--- src/rtl/core/rlsa_pkg.sv ---
// Package for the run-length smoothing filter.
// Holds the widths, codes and structs shared by the front, the command queue,
// the back end and the top level. Depends on nothing.
package rlsa_pkg;

  localparam int unsigned PIX_W     = 8;
  localparam int unsigned THR_W     = 6;
  localparam int unsigned GAP_AW    = 6;
  localparam int unsigned GAP_DEPTH = 64;
  localparam int unsigned PTR_W     = GAP_AW + 1;
  localparam int unsigned CMD_DEPTH = 4;
  localparam int unsigned CMD_AW    = 2;
  localparam int unsigned ADDR_W    = 3;

  localparam logic [PIX_W-1:0]  WHITE_VALUE = 8'hFF;
  localparam logic [ADDR_W-1:0] REG_GAP_THR = 3'd0;

  // One command per input word that produces results: flush `count` held
  // pixels (filled or unchanged), then emit `pix` as the last word of the burst.
  typedef struct packed {
    logic [GAP_AW-1:0] count;
    logic              fill;
    logic [PIX_W-1:0]  pix;
    logic              line_end;
  } cmd_t;

  typedef struct packed {
    logic              en;
    logic [GAP_AW-1:0] addr;
    logic [PIX_W-1:0]  data;
  } gap_wr_t;

  typedef struct packed {
    logic              white_seen;
    logic              overflowed;
    logic [GAP_AW-1:0] gap_len;
    logic [PTR_W-1:0]  wr_ptr;
  } front_stat_t;

  typedef struct packed {
    logic [PIX_W-1:0] pix;
    logic             line_end;
    logic             last_of_burst;
  } out_word_t;

endpackage

--- src/rtl/core/rlsa_front.sv ---
// Front end of the run-length smoothing filter: classifies each input word,
// keeps the line state, stores held pixels and issues flush commands.
// Depends on rlsa_pkg.
module rlsa_front (
  input  logic                               clk_i,
  input  logic                               rst_ni,
  input  logic                               in_valid_i,
  output logic                               in_ready_o,
  input  logic [rlsa_pkg::PIX_W-1:0]         in_pix_i,
  input  logic                               in_line_end_i,
  input  logic [rlsa_pkg::THR_W-1:0]         thr_i,
  input  logic [rlsa_pkg::PTR_W-1:0]         gap_rd_ptr_i,
  input  logic                               cmd_full_i,
  output logic                               cmd_push_o,
  output rlsa_pkg::cmd_t                     cmd_o,
  output rlsa_pkg::gap_wr_t                  gap_wr_o,
  output rlsa_pkg::front_stat_t              stat_o
);

  logic                        white_seen_q, white_seen_d;
  logic                        overflowed_q, overflowed_d;
  logic [rlsa_pkg::GAP_AW-1:0] gap_len_q, gap_len_d;
  logic [rlsa_pkg::PTR_W-1:0]  wr_ptr_q, wr_ptr_d;
  logic [rlsa_pkg::PTR_W-1:0]  gap_occ;
  logic                        gap_full;
  logic                        accept;
  logic                        is_white;
  logic                        fits;

  assign gap_occ    = wr_ptr_q - gap_rd_ptr_i;
  assign gap_full   = (gap_occ == rlsa_pkg::PTR_W'(rlsa_pkg::GAP_DEPTH));
  assign in_ready_o = !cmd_full_i && !gap_full;
  assign accept     = in_valid_i && in_ready_o;
  assign is_white   = (in_pix_i == rlsa_pkg::WHITE_VALUE);
  assign fits       = ({1'b0, gap_len_q} + 7'd1) <= {1'b0, thr_i};

  always_comb begin
    white_seen_d   = white_seen_q;
    overflowed_d   = overflowed_q;
    gap_len_d      = gap_len_q;
    wr_ptr_d       = wr_ptr_q;
    cmd_push_o     = 1'b0;
    cmd_o.count    = '0;
    cmd_o.fill     = 1'b0;
    cmd_o.pix      = in_pix_i;
    cmd_o.line_end = in_line_end_i;
    gap_wr_o.en    = 1'b0;
    gap_wr_o.addr  = wr_ptr_q[rlsa_pkg::GAP_AW-1:0];
    gap_wr_o.data  = in_pix_i;
    if (accept) begin
      if (is_white) begin
        cmd_push_o   = 1'b1;
        cmd_o.count  = gap_len_q;
        cmd_o.fill   = white_seen_q && !overflowed_q && ({1'b0, gap_len_q} <= {1'b0, thr_i});
        gap_len_d    = '0;
        white_seen_d = 1'b1;
        overflowed_d = 1'b0;
      end else if (!white_seen_q || overflowed_q) begin
        cmd_push_o = 1'b1;
      end else if (!fits) begin
        // The gap has outgrown the threshold: release it unchanged.
        cmd_push_o   = 1'b1;
        cmd_o.count  = gap_len_q;
        gap_len_d    = '0;
        overflowed_d = 1'b1;
      end else if (in_line_end_i) begin
        // The current pixel goes out behind the held ones, so it is not stored.
        cmd_push_o  = 1'b1;
        cmd_o.count = gap_len_q;
      end else begin
        gap_wr_o.en = 1'b1;
        wr_ptr_d    = wr_ptr_q + 7'd1;
        gap_len_d   = gap_len_q + 6'd1;
      end
      if (in_line_end_i) begin
        white_seen_d = 1'b0;
        overflowed_d = 1'b0;
        gap_len_d    = '0;
      end
    end
  end

  always_ff @(posedge clk_i or negedge rst_ni) begin
    if (!rst_ni) begin
      white_seen_q <= 1'b0;
      overflowed_q <= 1'b0;
      gap_len_q    <= '0;
      wr_ptr_q     <= '0;
    end else begin
      white_seen_q <= white_seen_d;
      overflowed_q <= overflowed_d;
      gap_len_q    <= gap_len_d;
      wr_ptr_q     <= wr_ptr_d;
    end
  end

  assign stat_o.white_seen = white_seen_q;
  assign stat_o.overflowed = overflowed_q;
  assign stat_o.gap_len    = gap_len_q;
  assign stat_o.wr_ptr     = wr_ptr_q;

endmodule

--- src/rtl/core/rlsa_cmd_fifo.sv ---
// Short command queue between the front and the back end of the filter.
// Depends on rlsa_pkg.
module rlsa_cmd_fifo (
  input  logic           clk_i,
  input  logic           rst_ni,
  input  logic           push_i,
  input  rlsa_pkg::cmd_t push_data_i,
  input  logic           pop_i,
  output rlsa_pkg::cmd_t head_o,
  output logic           empty_o,
  output logic           full_o
);

  rlsa_pkg::cmd_t              mem_q [rlsa_pkg::CMD_DEPTH];
  logic [rlsa_pkg::CMD_AW-1:0] wr_ptr_q, rd_ptr_q;
  logic [rlsa_pkg::CMD_AW:0]   count_q, count_d;

  assign empty_o = (count_q == '0);
  assign full_o  = (count_q == (rlsa_pkg::CMD_AW+1)'(rlsa_pkg::CMD_DEPTH));
  assign head_o  = mem_q[rd_ptr_q];

  always_comb begin
    count_d = count_q;
    if (push_i && !pop_i) begin
      count_d = count_q + 3'd1;
    end else if (pop_i && !push_i) begin
      count_d = count_q - 3'd1;
    end
  end

  always_ff @(posedge clk_i) begin
    if (push_i) begin
      mem_q[wr_ptr_q] <= push_data_i;
    end
  end

  always_ff @(posedge clk_i or negedge rst_ni) begin
    if (!rst_ni) begin
      wr_ptr_q <= '0;
      rd_ptr_q <= '0;
      count_q  <= '0;
    end else begin
      count_q <= count_d;
      if (push_i) begin
        wr_ptr_q <= wr_ptr_q + 2'd1;
      end
      if (pop_i) begin
        rd_ptr_q <= rd_ptr_q + 2'd1;
      end
    end
  end

endmodule

--- src/rtl/core/rlsa_back.sv ---
// Back end of the filter: holds the gap store, executes flush commands one
// word per cycle while the output side has room, and drives the output
// through a two-entry queue. Depends on rlsa_pkg.
module rlsa_back (
  input  logic                        clk_i,
  input  logic                        rst_ni,
  input  rlsa_pkg::gap_wr_t           gap_wr_i,
  output logic [rlsa_pkg::PTR_W-1:0]  gap_rd_ptr_o,
  input  rlsa_pkg::cmd_t              cmd_i,
  input  logic                        cmd_empty_i,
  output logic                        cmd_pop_o,
  output logic                        out_valid_o,
  input  logic                        out_ready_i,
  output rlsa_pkg::out_word_t         out_o
);

  logic [rlsa_pkg::PIX_W-1:0]  gap_mem [rlsa_pkg::GAP_DEPTH];
  logic [rlsa_pkg::PIX_W-1:0]  rdata_q;
  logic [rlsa_pkg::PTR_W-1:0]  rd_ptr_q;
  logic [rlsa_pkg::GAP_AW-1:0] idx_q;

  // Read stage: one word in flight toward the output queue.
  logic                        infl_q;
  logic                        b_use_mem_q;
  logic                        b_fill_q;
  logic [rlsa_pkg::PIX_W-1:0]  b_pix_q;
  logic                        b_le_q;
  logic                        b_last_q;

  rlsa_pkg::out_word_t         oq_q [2];
  logic                        oq_head_q, oq_tail_q;
  logic [1:0]                  oq_cnt_q;

  logic [1:0]                  used;
  logic                        pop_out;
  logic                        room;
  logic                        issue;
  logic                        issue_mem;
  rlsa_pkg::out_word_t         b_word;

  assign pop_out   = out_valid_o && out_ready_i;
  assign used      = oq_cnt_q + {1'b0, infl_q};
  assign room      = (used < 2'd2) || (used == 2'd2 && pop_out);
  assign issue     = !cmd_empty_i && room;
  assign issue_mem = issue && (idx_q < cmd_i.count);
  assign cmd_pop_o = issue && !issue_mem;

  always_ff @(posedge clk_i) begin
    if (gap_wr_i.en) begin
      gap_mem[gap_wr_i.addr] <= gap_wr_i.data;
    end
    if (issue_mem) begin
      rdata_q <= gap_mem[rd_ptr_q[rlsa_pkg::GAP_AW-1:0]];
    end
  end

  always_ff @(posedge clk_i) begin
    if (issue) begin
      b_use_mem_q <= issue_mem;
      b_fill_q    <= issue_mem && cmd_i.fill;
      b_pix_q     <= cmd_i.pix;
      b_le_q      <= !issue_mem && cmd_i.line_end;
      b_last_q    <= !issue_mem;
    end
  end

  always_comb begin
    if (b_fill_q) begin
      b_word.pix = rlsa_pkg::WHITE_VALUE;
    end else if (b_use_mem_q) begin
      b_word.pix = rdata_q;
    end else begin
      b_word.pix = b_pix_q;
    end
    b_word.line_end      = b_le_q;
    b_word.last_of_burst = b_last_q;
  end

  always_ff @(posedge clk_i) begin
    if (infl_q) begin
      oq_q[oq_tail_q] <= b_word;
    end
  end

  always_ff @(posedge clk_i or negedge rst_ni) begin
    if (!rst_ni) begin
      rd_ptr_q  <= '0;
      idx_q     <= '0;
      infl_q    <= 1'b0;
      oq_head_q <= 1'b0;
      oq_tail_q <= 1'b0;
      oq_cnt_q  <= '0;
    end else begin
      infl_q <= issue;
      if (issue_mem) begin
        rd_ptr_q <= rd_ptr_q + 7'd1;
        idx_q    <= idx_q + 6'd1;
      end else if (cmd_pop_o) begin
        idx_q <= '0;
      end
      if (infl_q) begin
        oq_tail_q <= !oq_tail_q;
      end
      if (pop_out) begin
        oq_head_q <= !oq_head_q;
      end
      if (infl_q && !pop_out) begin
        oq_cnt_q <= oq_cnt_q + 2'd1;
      end else if (pop_out && !infl_q) begin
        oq_cnt_q <= oq_cnt_q - 2'd1;
      end
    end
  end

  assign out_valid_o  = (oq_cnt_q != '0);
  assign out_o        = oq_q[oq_head_q];
  assign gap_rd_ptr_o = rd_ptr_q;

endmodule

--- src/rtl/core/run_length_smoothing_filter.sv ---
// Top level of the run-length smoothing filter (RLSA) on a pixel stream.
// Depends on rlsa_pkg, rlsa_front, rlsa_cmd_fifo and rlsa_back.
//
//   channel   | direction | signals                         | words
//   ----------+-----------+---------------------------------+------------------------
//   s_axis    | in        | tvalid tready tdata tlast       | pixel, line end
//   m_axis    | out       | tvalid tready tdata tlast tuser | pixel, line end, burst end
//   apb       | in / out  | psel penable pwrite paddr ...   | gap threshold at 0x0
//
// The front takes one input word per cycle; the back end emits one output word
// per cycle while the output is ready. The front stalls only when the
// four-entry command queue or the 64-entry gap store is full. Reset is
// asynchronous and clears control state at once; the gap store is not
// cleared. Either side may stall without loss.
module run_length_smoothing_filter (
  input  logic                         clk_i,
  input  logic                         rst_ni,
  input  logic                         s_axis_tvalid,
  output logic                         s_axis_tready,
  input  logic [7:0]                   s_axis_tdata,  // [7:0] pixel_value
  input  logic                         s_axis_tlast,  // line_end
  output logic                         m_axis_tvalid,
  input  logic                         m_axis_tready,
  output logic [7:0]                   m_axis_tdata,  // [7:0] out_pixel
  output logic                         m_axis_tlast,  // out_line_end
  output logic                         m_axis_tuser,  // [0] last_of_burst
  input  logic                         psel,
  input  logic                         penable,
  input  logic                         pwrite,
  input  logic [rlsa_pkg::ADDR_W-1:0]  paddr,
  input  logic [31:0]                  pwdata,
  output logic [31:0]                  prdata,
  output logic                         pready
);

  logic [rlsa_pkg::THR_W-1:0] thr_q;
  logic [rlsa_pkg::PTR_W-1:0] gap_rd_ptr;
  logic [rlsa_pkg::PTR_W-1:0] gap_occ;
  logic                       cmd_full, cmd_empty, cmd_push, cmd_pop;
  rlsa_pkg::cmd_t             cmd_in, cmd_head;
  rlsa_pkg::gap_wr_t          gap_wr;
  rlsa_pkg::front_stat_t      fstat;
  rlsa_pkg::out_word_t        out_word;

  assign pready = 1'b1;
  assign prdata = (paddr == rlsa_pkg::REG_GAP_THR) ? {26'b0, thr_q} : 32'b0;

  always_ff @(posedge clk_i or negedge rst_ni) begin
    if (!rst_ni) begin
      thr_q <= '0;
    end else if (psel && penable && pwrite && pready && paddr == rlsa_pkg::REG_GAP_THR) begin
      thr_q <= pwdata[rlsa_pkg::THR_W-1:0];
    end
  end

  rlsa_front u_front (
    .clk_i         (clk_i),
    .rst_ni        (rst_ni),
    .in_valid_i    (s_axis_tvalid),
    .in_ready_o    (s_axis_tready),
    .in_pix_i      (s_axis_tdata),
    .in_line_end_i (s_axis_tlast),
    .thr_i         (thr_q),
    .gap_rd_ptr_i  (gap_rd_ptr),
    .cmd_full_i    (cmd_full),
    .cmd_push_o    (cmd_push),
    .cmd_o         (cmd_in),
    .gap_wr_o      (gap_wr),
    .stat_o        (fstat)
  );

  rlsa_cmd_fifo u_cmd_fifo (
    .clk_i       (clk_i),
    .rst_ni      (rst_ni),
    .push_i      (cmd_push),
    .push_data_i (cmd_in),
    .pop_i       (cmd_pop),
    .head_o      (cmd_head),
    .empty_o     (cmd_empty),
    .full_o      (cmd_full)
  );

  rlsa_back u_back (
    .clk_i        (clk_i),
    .rst_ni       (rst_ni),
    .gap_wr_i     (gap_wr),
    .gap_rd_ptr_o (gap_rd_ptr),
    .cmd_i        (cmd_head),
    .cmd_empty_i  (cmd_empty),
    .cmd_pop_o    (cmd_pop),
    .out_valid_o  (m_axis_tvalid),
    .out_ready_i  (m_axis_tready),
    .out_o        (out_word)
  );

  assign m_axis_tdata = out_word.pix;
  assign m_axis_tlast = out_word.line_end;
  assign m_axis_tuser = out_word.last_of_burst;

  assign gap_occ = fstat.wr_ptr - gap_rd_ptr;

  // A line always ends on the last word of a burst.
  a_line_end_closes_burst: assert property (@(posedge clk_i) disable iff (!rst_ni)
    m_axis_tvalid && m_axis_tlast |-> m_axis_tuser)
    else $error("line end without end of burst");

  a_line_state_cleared: assert property (@(posedge clk_i) disable iff (!rst_ni)
    s_axis_tvalid && s_axis_tready && s_axis_tlast |=> fstat.gap_len == '0 && !fstat.white_seen)
    else $error("line state not cleared after line end");

  a_overflow_holds_nothing: assert property (@(posedge clk_i) disable iff (!rst_ni)
    fstat.overflowed |-> fstat.gap_len == '0 && fstat.white_seen)
    else $error("pixels held during an overflowed gap");

  a_gap_store_bound: assert property (@(posedge clk_i) disable iff (!rst_ni)
    gap_occ <= rlsa_pkg::PTR_W'(rlsa_pkg::GAP_DEPTH))
    else $error("gap store overrun");

endmodule

--- config.mk ---
export PLATFORM = sky130hd
export DESIGN_NAME = run_length_smoothing_filter
export DESIGN_NICKNAME = d
export VERILOG_FILES = /design/src/rtl/core/rlsa_pkg.sv /design/src/rtl/core/rlsa_front.sv /design/src/rtl/core/rlsa_cmd_fifo.sv /design/src/rtl/core/rlsa_back.sv /design/src/rtl/core/run_length_smoothing_filter.sv
export SDC_FILE = /design/constraint.sdc
export NUM_CORES = 1
export LEC_CHECK = 0
export ABC_AREA = 1
export ABC_CLOCK_PERIOD_IN_PS = 3100
export BUFFER_PORTS_ARGS = -buffer_cell sky130_fd_sc_hd__buf_4
export CORE_ASPECT_RATIO = 0.7
export CORE_UTILIZATION = 55
export CTS_CLUSTER_DIAMETER = 30
export DETAILED_ROUTE_END_ITERATION = 16
export MAX_ROUTING_LAYER = met4
export PLACE_DENSITY = 0.75
export SYNTH_ARGS = -nofsm -noshare
export SYNTH_HDL_FRONTEND = slang
export SYNTH_SLANG_ARGS = --single-unit
--- constraint.sdc ---
create_clock -name clk_i -period 3.1 [get_ports clk_i]
set_clock_uncertainty 0.1 [all_clocks]
set_input_delay 0.465 -clock clk_i [delete_from_list [all_inputs] [get_ports clk_i]]
set_output_delay 0.465 -clock clk_i [all_outputs]
set_load 0.1 [all_outputs]
# Word-level counts from Yosys, hierarchy flattened
# Memories as Yosys holds them, arrays and structs flattened. A register that Yosys moved wholly into a read port is not among the register bits.
# Index checks and enable logic that the tools add are counted.
dict set report op_classes {
  n_addsub 13
  n_eq_ne 6
  n_lt_le_gt_ge 4
  muxes 41
  bitwise 3
  reduce_logical 43
}
# op n
set op_table {}
lappend op_table {{$mux W6} 11}
lappend op_table {{$mux W1} 23}
lappend op_table {{$logic_and A1 B1 Y1} 18}
lappend op_table {{$mux W8} 2}
lappend op_table {{$add A7 B1 Y7 const B} 2}
lappend op_table {{$add A6 B1 Y6 const B} 2}
lappend op_table {{$logic_not A1 Y1} 12}
lappend op_table {{$reduce_bool A2 Y1} 5}
lappend op_table {{$eq A8 B8 Y1 const B} 1}
lappend op_table {{$add A6 B1 Y7 const B} 1}
lappend op_table {{$eq A7 B7 Y1 const B} 1}
lappend op_table {{$le A7 B6 Y1} 1}
lappend op_table {{$mux W7} 1}
lappend op_table {{$sub A7 B7 Y7} 1}
lappend op_table {{$add A2 B1 Y2 const B} 3}
lappend op_table {{$le A6 B6 Y1} 1}
lappend op_table {{$logic_not A3 Y1} 2}
lappend op_table {{$lt A6 B6 Y1} 1}
lappend op_table {{$mux W3} 2}
lappend op_table {{$ne A3 B2 Y1 const B} 2}
lappend op_table {{$reduce_and A5 Y1} 1}
lappend op_table {{$mux W2} 2}
lappend op_table {{$reduce_and A2 Y1} 2}
lappend op_table {{$add A3 B1 Y3 const B} 1}
lappend op_table {{other kinds (9)} 12}
dict set report totals {
  n_memories 3
  ff_bits 58
  output_inout_bits 45
  mem_bits_rw 596
}
# memory words word_bits rd rd_ports_with_merged_regs write_ports line_no
set memory_table {}
lappend memory_table {u_back.gap_mem 64 8 1 1 1 rlsa_back.sv:17} ;# logic [rlsa_pkg::PIX_W-1:0] gap_mem [rlsa_pkg::GAP_DEPTH];
lappend memory_table {u_cmd_fifo.mem_q 4 16 1 0 1 rlsa_cmd_fifo.sv:14} ;# rlsa_pkg::cmd_t mem_q [rlsa_pkg::CMD_DEPTH];
lappend memory_table {u_back.oq_q 2 10 1 0 1 rlsa_back.sv:30} ;# rlsa_pkg::out_word_t oq_q [2];

# Logic depth before layout (Yosys ltp)
dict set report depth {
  depth_word 11
  depth_mapped 22
  mapped_depth_nobuf 22
}

# By module
# Synthesis repeated with hierarchy kept, for this count alone.
dict set report unflattened {
  hier_cells 2940
  hier_area_um2 30312.8
}
# module area_per_inst_um2 instances cells_per_inst
set modules_own_cells {}
lappend modules_own_cells {rlsa_back 24791.3 1 2376}
lappend modules_own_cells {rlsa_cmd_fifo 3209.3 1 234}
lappend modules_own_cells {rlsa_front 1731.7 1 256}
lappend modules_own_cells {run_length_smoothing_filter 580.6 1 74}

# Worst setup path after synthesis
# No wires, ideal clock.
dict set report synth_timing {
  kind {reg-to-reg}
  from {reg u_front.gap_len_q[0] in the netlist's numbering}
  to {reg u_cmd_fifo.count_q[1] in the netlist's numbering}
  setup_ns 0.125
  arrival_time_ns 2.963
  path_stages_with_launch 21
  slack_ns -0.088
  required_ns 2.875
  path_cell_list {dfrtp_1 -> ha_1 -> inv_1 -> nor2_1 -> xor2_1 -> inv_1 -> ha_1 -> nand2_1 -> nand2_1 -> nand2_1 -> nand2_1 -> nor2_1 -> nand2_1 -> nand2_1 -> nand3_2 -> nand2_1 -> inv_1 -> ha_1 -> inv_1 -> fa_1 -> mux2_2}
}
dict set report synth_via {
  word_cells_on_any_way 11
  classes_between {add/sub (1); order compare (1); mux (5); reduce/logical (4)}
}
# element line_no
set synth_lines {}
lappend synth_lines {{start: declaration} rlsa_front.sv:22} ;# logic [rlsa_pkg::GAP_AW-1:0] gap_len_q, gap_len_d;
lappend synth_lines {{start signal: assignment} rlsa_front.sv:92} ;# gap_len_q <= gap_len_d;
lappend synth_lines {{$add A6 B1 Y7} rlsa_front.sv:35} ;# assign fits = ({1'b0, gap_len_q} + 7'd1) <= {1'b0, thr_i};
lappend synth_lines {{$le A7 B6 Y1} rlsa_front.sv:35}
lappend synth_lines {{$mux W1} rlsa_front.sv:60} ;# end else if (!fits) begin
lappend synth_lines {{$mux W1} rlsa_front.sv:58} ;# end else if (!white_seen_q || overflowed_q) begin
lappend synth_lines {{$mux W1} rlsa_front.sv:51} ;# if (is_white) begin
lappend synth_lines {{$mux W1} rlsa_front.sv:50} ;# if (accept) begin
lappend synth_lines {{via cmd_push} run_length_smoothing_filter.sv:39} ;# logic cmd_full, cmd_empty, cmd_push, cmd_pop;
lappend synth_lines {{$logic_and A1 B1 Y1} rlsa_cmd_fifo.sv:24} ;# if (push_i && !pop_i) begin
lappend synth_lines {{$mux W3} rlsa_cmd_fifo.sv:24}
lappend synth_lines {{via u_cmd_fifo.count_d, one bit} rlsa_cmd_fifo.sv:16} ;# logic [rlsa_pkg::CMD_AW:0] count_q, count_d;
lappend synth_lines {{end signal: assignment} rlsa_cmd_fifo.sv:43} ;# count_q <= count_d;
lappend synth_lines {{end: declaration} rlsa_cmd_fifo.sv:16}
# The timed path passes the listed nets, and every way through them passes these cells.
# A chain may end at the register's enable or synchronous reset.

# Final worst setup path
# Same ends and word-level chain as after synthesis.

==> impl_summary.log <==
[metrics] result of the run: complete, but fails checks
[metrics] violations in the final reports: setup timing
[metrics] critical path's top delay family: adder cells
[metrics] switching part of the total: 0.369
[metrics] number of nets with antenna violations after routing: 0
[metrics] vias after detailed routing: 19200
[metrics] number of setup violations in the final report: 8
[metrics] global-route wire length before repair: 106000 um
[metrics] final worst path period need: around 3.1 ns
[metrics] final-report max-slew violation count: 0
[metrics] RSZ-0062 raised after global routing: true
[metrics] CP arrival: about 3.6 ns
[metrics] count of cells along the worst hold path: 1
[metrics] vertical extent of the die: approximately 190 um
[metrics] growth of design area from synthesis to finish: 22.6%
[metrics] type of the tightest min-delay check: in -> reg
[metrics] Clk Latency, worst-skew pair: 0.65 ns
[metrics] GR Util All Layers: 0.283
[metrics] cell area after technology mapping: 27600 um2
[metrics] launch instance of the worst register-to-register path: u_front.gap_len_q[0]$_DFFE_PN0P_
[metrics] slew margin rel.: 0.351
[metrics] clock network fraction of total power: 0.341
[metrics] sequential area share after synthesis: 0.713
[metrics] slowest stage cell on the critical path: sky130_fd_sc_hd__fa_2
[metrics] post-detailed-route wirelength per cell: 21.8 um
[metrics] cell area after placement: around 30000 um2
[metrics] largest fanout on the critical path: 5
[metrics] number of design rule violations left after detail routing: 0
[metrics] P_sw: approximately 13 mW
[metrics] sequential power share: 0.329
[metrics] pin count of the biggest net entering global routing: 195
[metrics] count of antenna diodes in the layout: 0
[metrics] number of hold violations in the final report: 0
[metrics] number of buffers on the longest clock path: 3
[metrics] Max Cap Viol: 0
[metrics] Internal Dissipation: 21.5 mW
[metrics] Total Wirelength: 70900 um
[metrics] buffers added on ports: 42
[metrics] number of synthesized flops with an enable pin: 616
[metrics] startpoint types: register
[metrics] post-synthesis cell type with the largest combined area: sky130_fd_sc_hd__edfxtp_1
[metrics] RD Place Congestion: 0.902
[metrics] die area: 51000 um2
[metrics] top-count cell post-synth: sky130_fd_sc_hd__edfxtp_1
[metrics] Crit path depth: 16
[metrics] number of register bits inferred by synthesis: 662
[metrics] beginning of the worst hold path: s_axis_tdata[4]
[metrics] length in cells of the worst reg-to-reg path: 16
[metrics] fraction of final layout cells sized beyond drive strength 1: 0.181
[metrics] peak ir drop on the vdd network: 0.000736 V
[metrics] vias per cell: between 5 and 6
[metrics] Total Power: 34.0 mW
[metrics] post-layout util: 0.685
[metrics] starting density of the core: 0.559
[metrics] Num CTS Buffers: 99
[metrics] First DRT Iteration DRCs: between 2000 and 3000
[metrics] part of the cycle the worst path needs: 1.01
[metrics] top post-synthesis cells by area: sky130_fd_sc_hd__edfxtp_1, sky130_fd_sc_hd__nor2_1, sky130_fd_sc_hd__o21ai_0
[metrics] final net count: around 2600
[metrics] largest stage delay on the critical path: 0.43 ns
[metrics] total overflow reported by the global router: 0
[metrics] initial antenna violation count: 0
[metrics] cell area power density: 1010 nW/um2
[metrics] post-synth top area share: 0.671
[metrics] type of destination of the critical path: register
[metrics] Clk Tree Root Cell: sky130_fd_sc_hd__clkbuf_16
[metrics] leakage power: 12.2 nW
[metrics] worst path cell trace: ha_4 -> buf_6 -> xor2_4 -> ha_4 -> nand2_4 -> buf_4 -> nor2_1 -> nand3_1 -> nand2_2 -> nand3_4 -> nand2_2 -> inv_2 -> ha_4 -> inv_2 -> fa_2 -> mux2_4
[metrics] post-synthesis cell type count: 39
[metrics] CTS H-tree lvls: 3
[metrics] number of global-route vias before repair: 18400
[metrics] origin of the worst setup path: u_front.gap_len_q[0]$_DFFE_PN0P_
[metrics] async set-reset flop share out of synthesis: 0.0695
[metrics] number of iterations in the first detailed-routing pass: 7
[metrics] transition time of the tightest slew-check pin: 0.972 ns
[metrics] CTS clk-pin slew, worst paths: 0.05 ns
[metrics] clock tree from TritonCTS: built
[metrics] gate count after technology mapping: 2305
[metrics] sum of net half-perimeters after detailed placement: slightly above 40000 um
[metrics] most frequent cell on the critical path: sky130_fd_sc_hd__ha_4
[metrics] buffering stage count on the worst path with inverters included: 4
[metrics] num rows: 68
[metrics] Sink Count: between 600 and 700
[metrics] Yosys warning total: 0
[metrics] Comb power frac: 0.330
[metrics] total I/O pin count: 96
[metrics] Final Instance Area: between 30000 and 40000 um2
[metrics] classification of the worst setup path: reg -> reg
[metrics] Die X: about 270 um
[metrics] most common library cells after synthesis: sky130_fd_sc_hd__edfxtp_1, sky130_fd_sc_hd__nor2_1, sky130_fd_sc_hd__o21ai_0, sky130_fd_sc_hd__nand2_1, sky130_fd_sc_hd__nand3_1
[metrics] Fmax: 318 MHz
[metrics] final total negative setup slack: -0.0825 ns
[metrics] data required time of the critical path: 3.52 ns
[metrics] filler instances: 3181
[metrics] Synth Flop Type: sky130_fd_sc_hd__edfxtp_1
[metrics] Setup WS post-layout: -0.0412 ns
[metrics] CORE AREA: 49300 um2
[metrics] Avg Inst Size Synth: 12.0 um2
==> registers in the layout, summed over array words and instances (netlist names), 3 cells and up <==
| register | cells |
|---|---|
| u_back.rdata_q | 8 |
| u_back.b_pix_q | 8 |
| u_cmd_fifo.count_q | 3 |
| u_front.wr_ptr_q | 7 |
| u_back.gap_mem | 512 |
| u_back.idx_q | 6 |
| thr_q | 6 |
| u_front.gap_len_q | 6 |
| u_cmd_fifo.mem_q | 64 |
| u_back.oq_q | 20 |
| u_back.gap_rd_ptr_o | 7 |
==> what timing repair did <==
action,CTS,global route
hold buffers,8,0
pin swaps,11,15
setup buffers,6,7
gates resized for setup,19,142
endpoints found under the setup margin,511,539
cloned,0,1
endpoints found under the hold margin,57,0
==> metal layers <==
metal / wire, um / track usage
met5: 0 / -
met4: 1700 / 0.0837
met3: 7680 / 0.0665
met2: 32000 / 0.412
met1: 29600 / 0.399
==> cells in the final DEF (no fill, tap or decap), types with 16 or more instances in the layout <==
| cell | netlist | layout |
|---|---|---|
| sky130_fd_sc_hd__nor2_4 | 0 | 20 |
| sky130_fd_sc_hd__ha_1 | 34 | 28 |
| sky130_fd_sc_hd__buf_6 | 1 | 47 |
| sky130_fd_sc_hd__bufinv_16 | 0 | 17 |
| sky130_fd_sc_hd__nand2_1 | 278 | 271 |
| sky130_fd_sc_hd__o22ai_1 | 66 | 66 |
| sky130_fd_sc_hd__xor2_1 | 20 | 18 |
| sky130_fd_sc_hd__nand3_1 | 95 | 94 |
| sky130_fd_sc_hd__conb_1 | 2 | 27 |
| sky130_fd_sc_hd__nor2_1 | 451 | 403 |
| sky130_fd_sc_hd__o211ai_1 | 63 | 63 |
| sky130_fd_sc_hd__buf_12 | 0 | 16 |
| sky130_fd_sc_hd__a21oi_1 | 34 | 32 |
| sky130_fd_sc_hd__nor2_2 | 0 | 29 |
| sky130_fd_sc_hd__edfxtp_1 | 616 | 616 |
| sky130_fd_sc_hd__o21ai_0 | 299 | 298 |
| sky130_fd_sc_hd__dfrtp_1 | 46 | 43 |
| sky130_fd_sc_hd__inv_1 | 85 | 81 |
| sky130_fd_sc_hd__buf_4 | 30 | 149 |
| sky130_fd_sc_hd__clkbuf_16 | 0 | 101 |
==> area by class of cell <==
class,instances,area (um2),area share
flip-flops and latches,662,19700,0.582
well taps,665,832,0.0246
clock inverters,70,923,0.0273
clock buffers,112,2580,0.0763
repair buffers,222,2080,0.0615
multi-input cells,1429,7380,0.218
inverters,90,343,0.0101
==> worst register-to-register path, cell delays in order, from the launching register on <==
cell                      delay, ns
sky130_fd_sc_hd__dfrtp_1       0.42
sky130_fd_sc_hd__ha_4          0.18
sky130_fd_sc_hd__buf_6         0.12
sky130_fd_sc_hd__xor2_4        0.16
sky130_fd_sc_hd__ha_4          0.29
sky130_fd_sc_hd__nand2_4       0.05
sky130_fd_sc_hd__buf_4         0.12
sky130_fd_sc_hd__nor2_1        0.08
sky130_fd_sc_hd__nand3_1       0.09
sky130_fd_sc_hd__nand2_2       0.13
sky130_fd_sc_hd__nand3_4       0.16
sky130_fd_sc_hd__nand2_2       0.13
sky130_fd_sc_hd__inv_2         0.06
sky130_fd_sc_hd__ha_4          0.15
sky130_fd_sc_hd__inv_2         0.06
sky130_fd_sc_hd__fa_2          0.43
sky130_fd_sc_hd__mux2_4        0.27
==> path summary, 6_finish.rpt <==
kind	to	slack, ns
max	u_cmd_fifo.count_q[1]$_DFFE_PN0P_	-0.04
min	u_back.gap_mem[52][4]$_DFFE_PP_	0.05
max reg2reg	u_cmd_fifo.count_q[1]$_DFFE_PN0P_	-0.04
min reg2reg	u_back.oq_q[1][1]$_DFFE_PP_	0.39
max in group asynchronous	u_back.gap_rd_ptr_o[0]$_DFFE_PN0P_	2.06
min in group asynchronous	u_back.oq_head_q$_DFFE_PN0P_	0.29
==> power groups by stage <==
stage / clock [mW] / sequential (mW) / combinational [mW]
floorplan: 0 / 11.2 / 7.10
global placement: 0 / 11.3 / 10.1
detailed placement: 0 / 11.3 / 10.4
CTS: 11.7 / 11.2 / 10.7
global route: 12.1 / 11.2 / 12.1
finish: 11.6 / 11.2 / 11.2
==> metrics by stage <==
stage          hold WS [ns]  setup slack, ns  instances
6_report             0.0535          -0.0412       3250
5_1_grt              0.0338           -0.294       3250
4_1_cts              0.0216          -0.0313       3242
3_5_place_dp          0.365           -0.159       3046
3_3_place_gp          0.365           -0.160       3046
2_1_floorplan        0.0694         -0.00475       2330
==> cell families after synthesis <==
logic type,after synthesis,synth area share
compound gates,476,0.0965
xor+xnor,28,0.00890
fa+ha+maj,35,0.0162
buf+inv,240,0.0391
flops,662,0.713
mux,1,0.000408
other cells,2,0.000272
simple gates,861,0.126
Note: power is estimated with default switching activity, not from simulation.
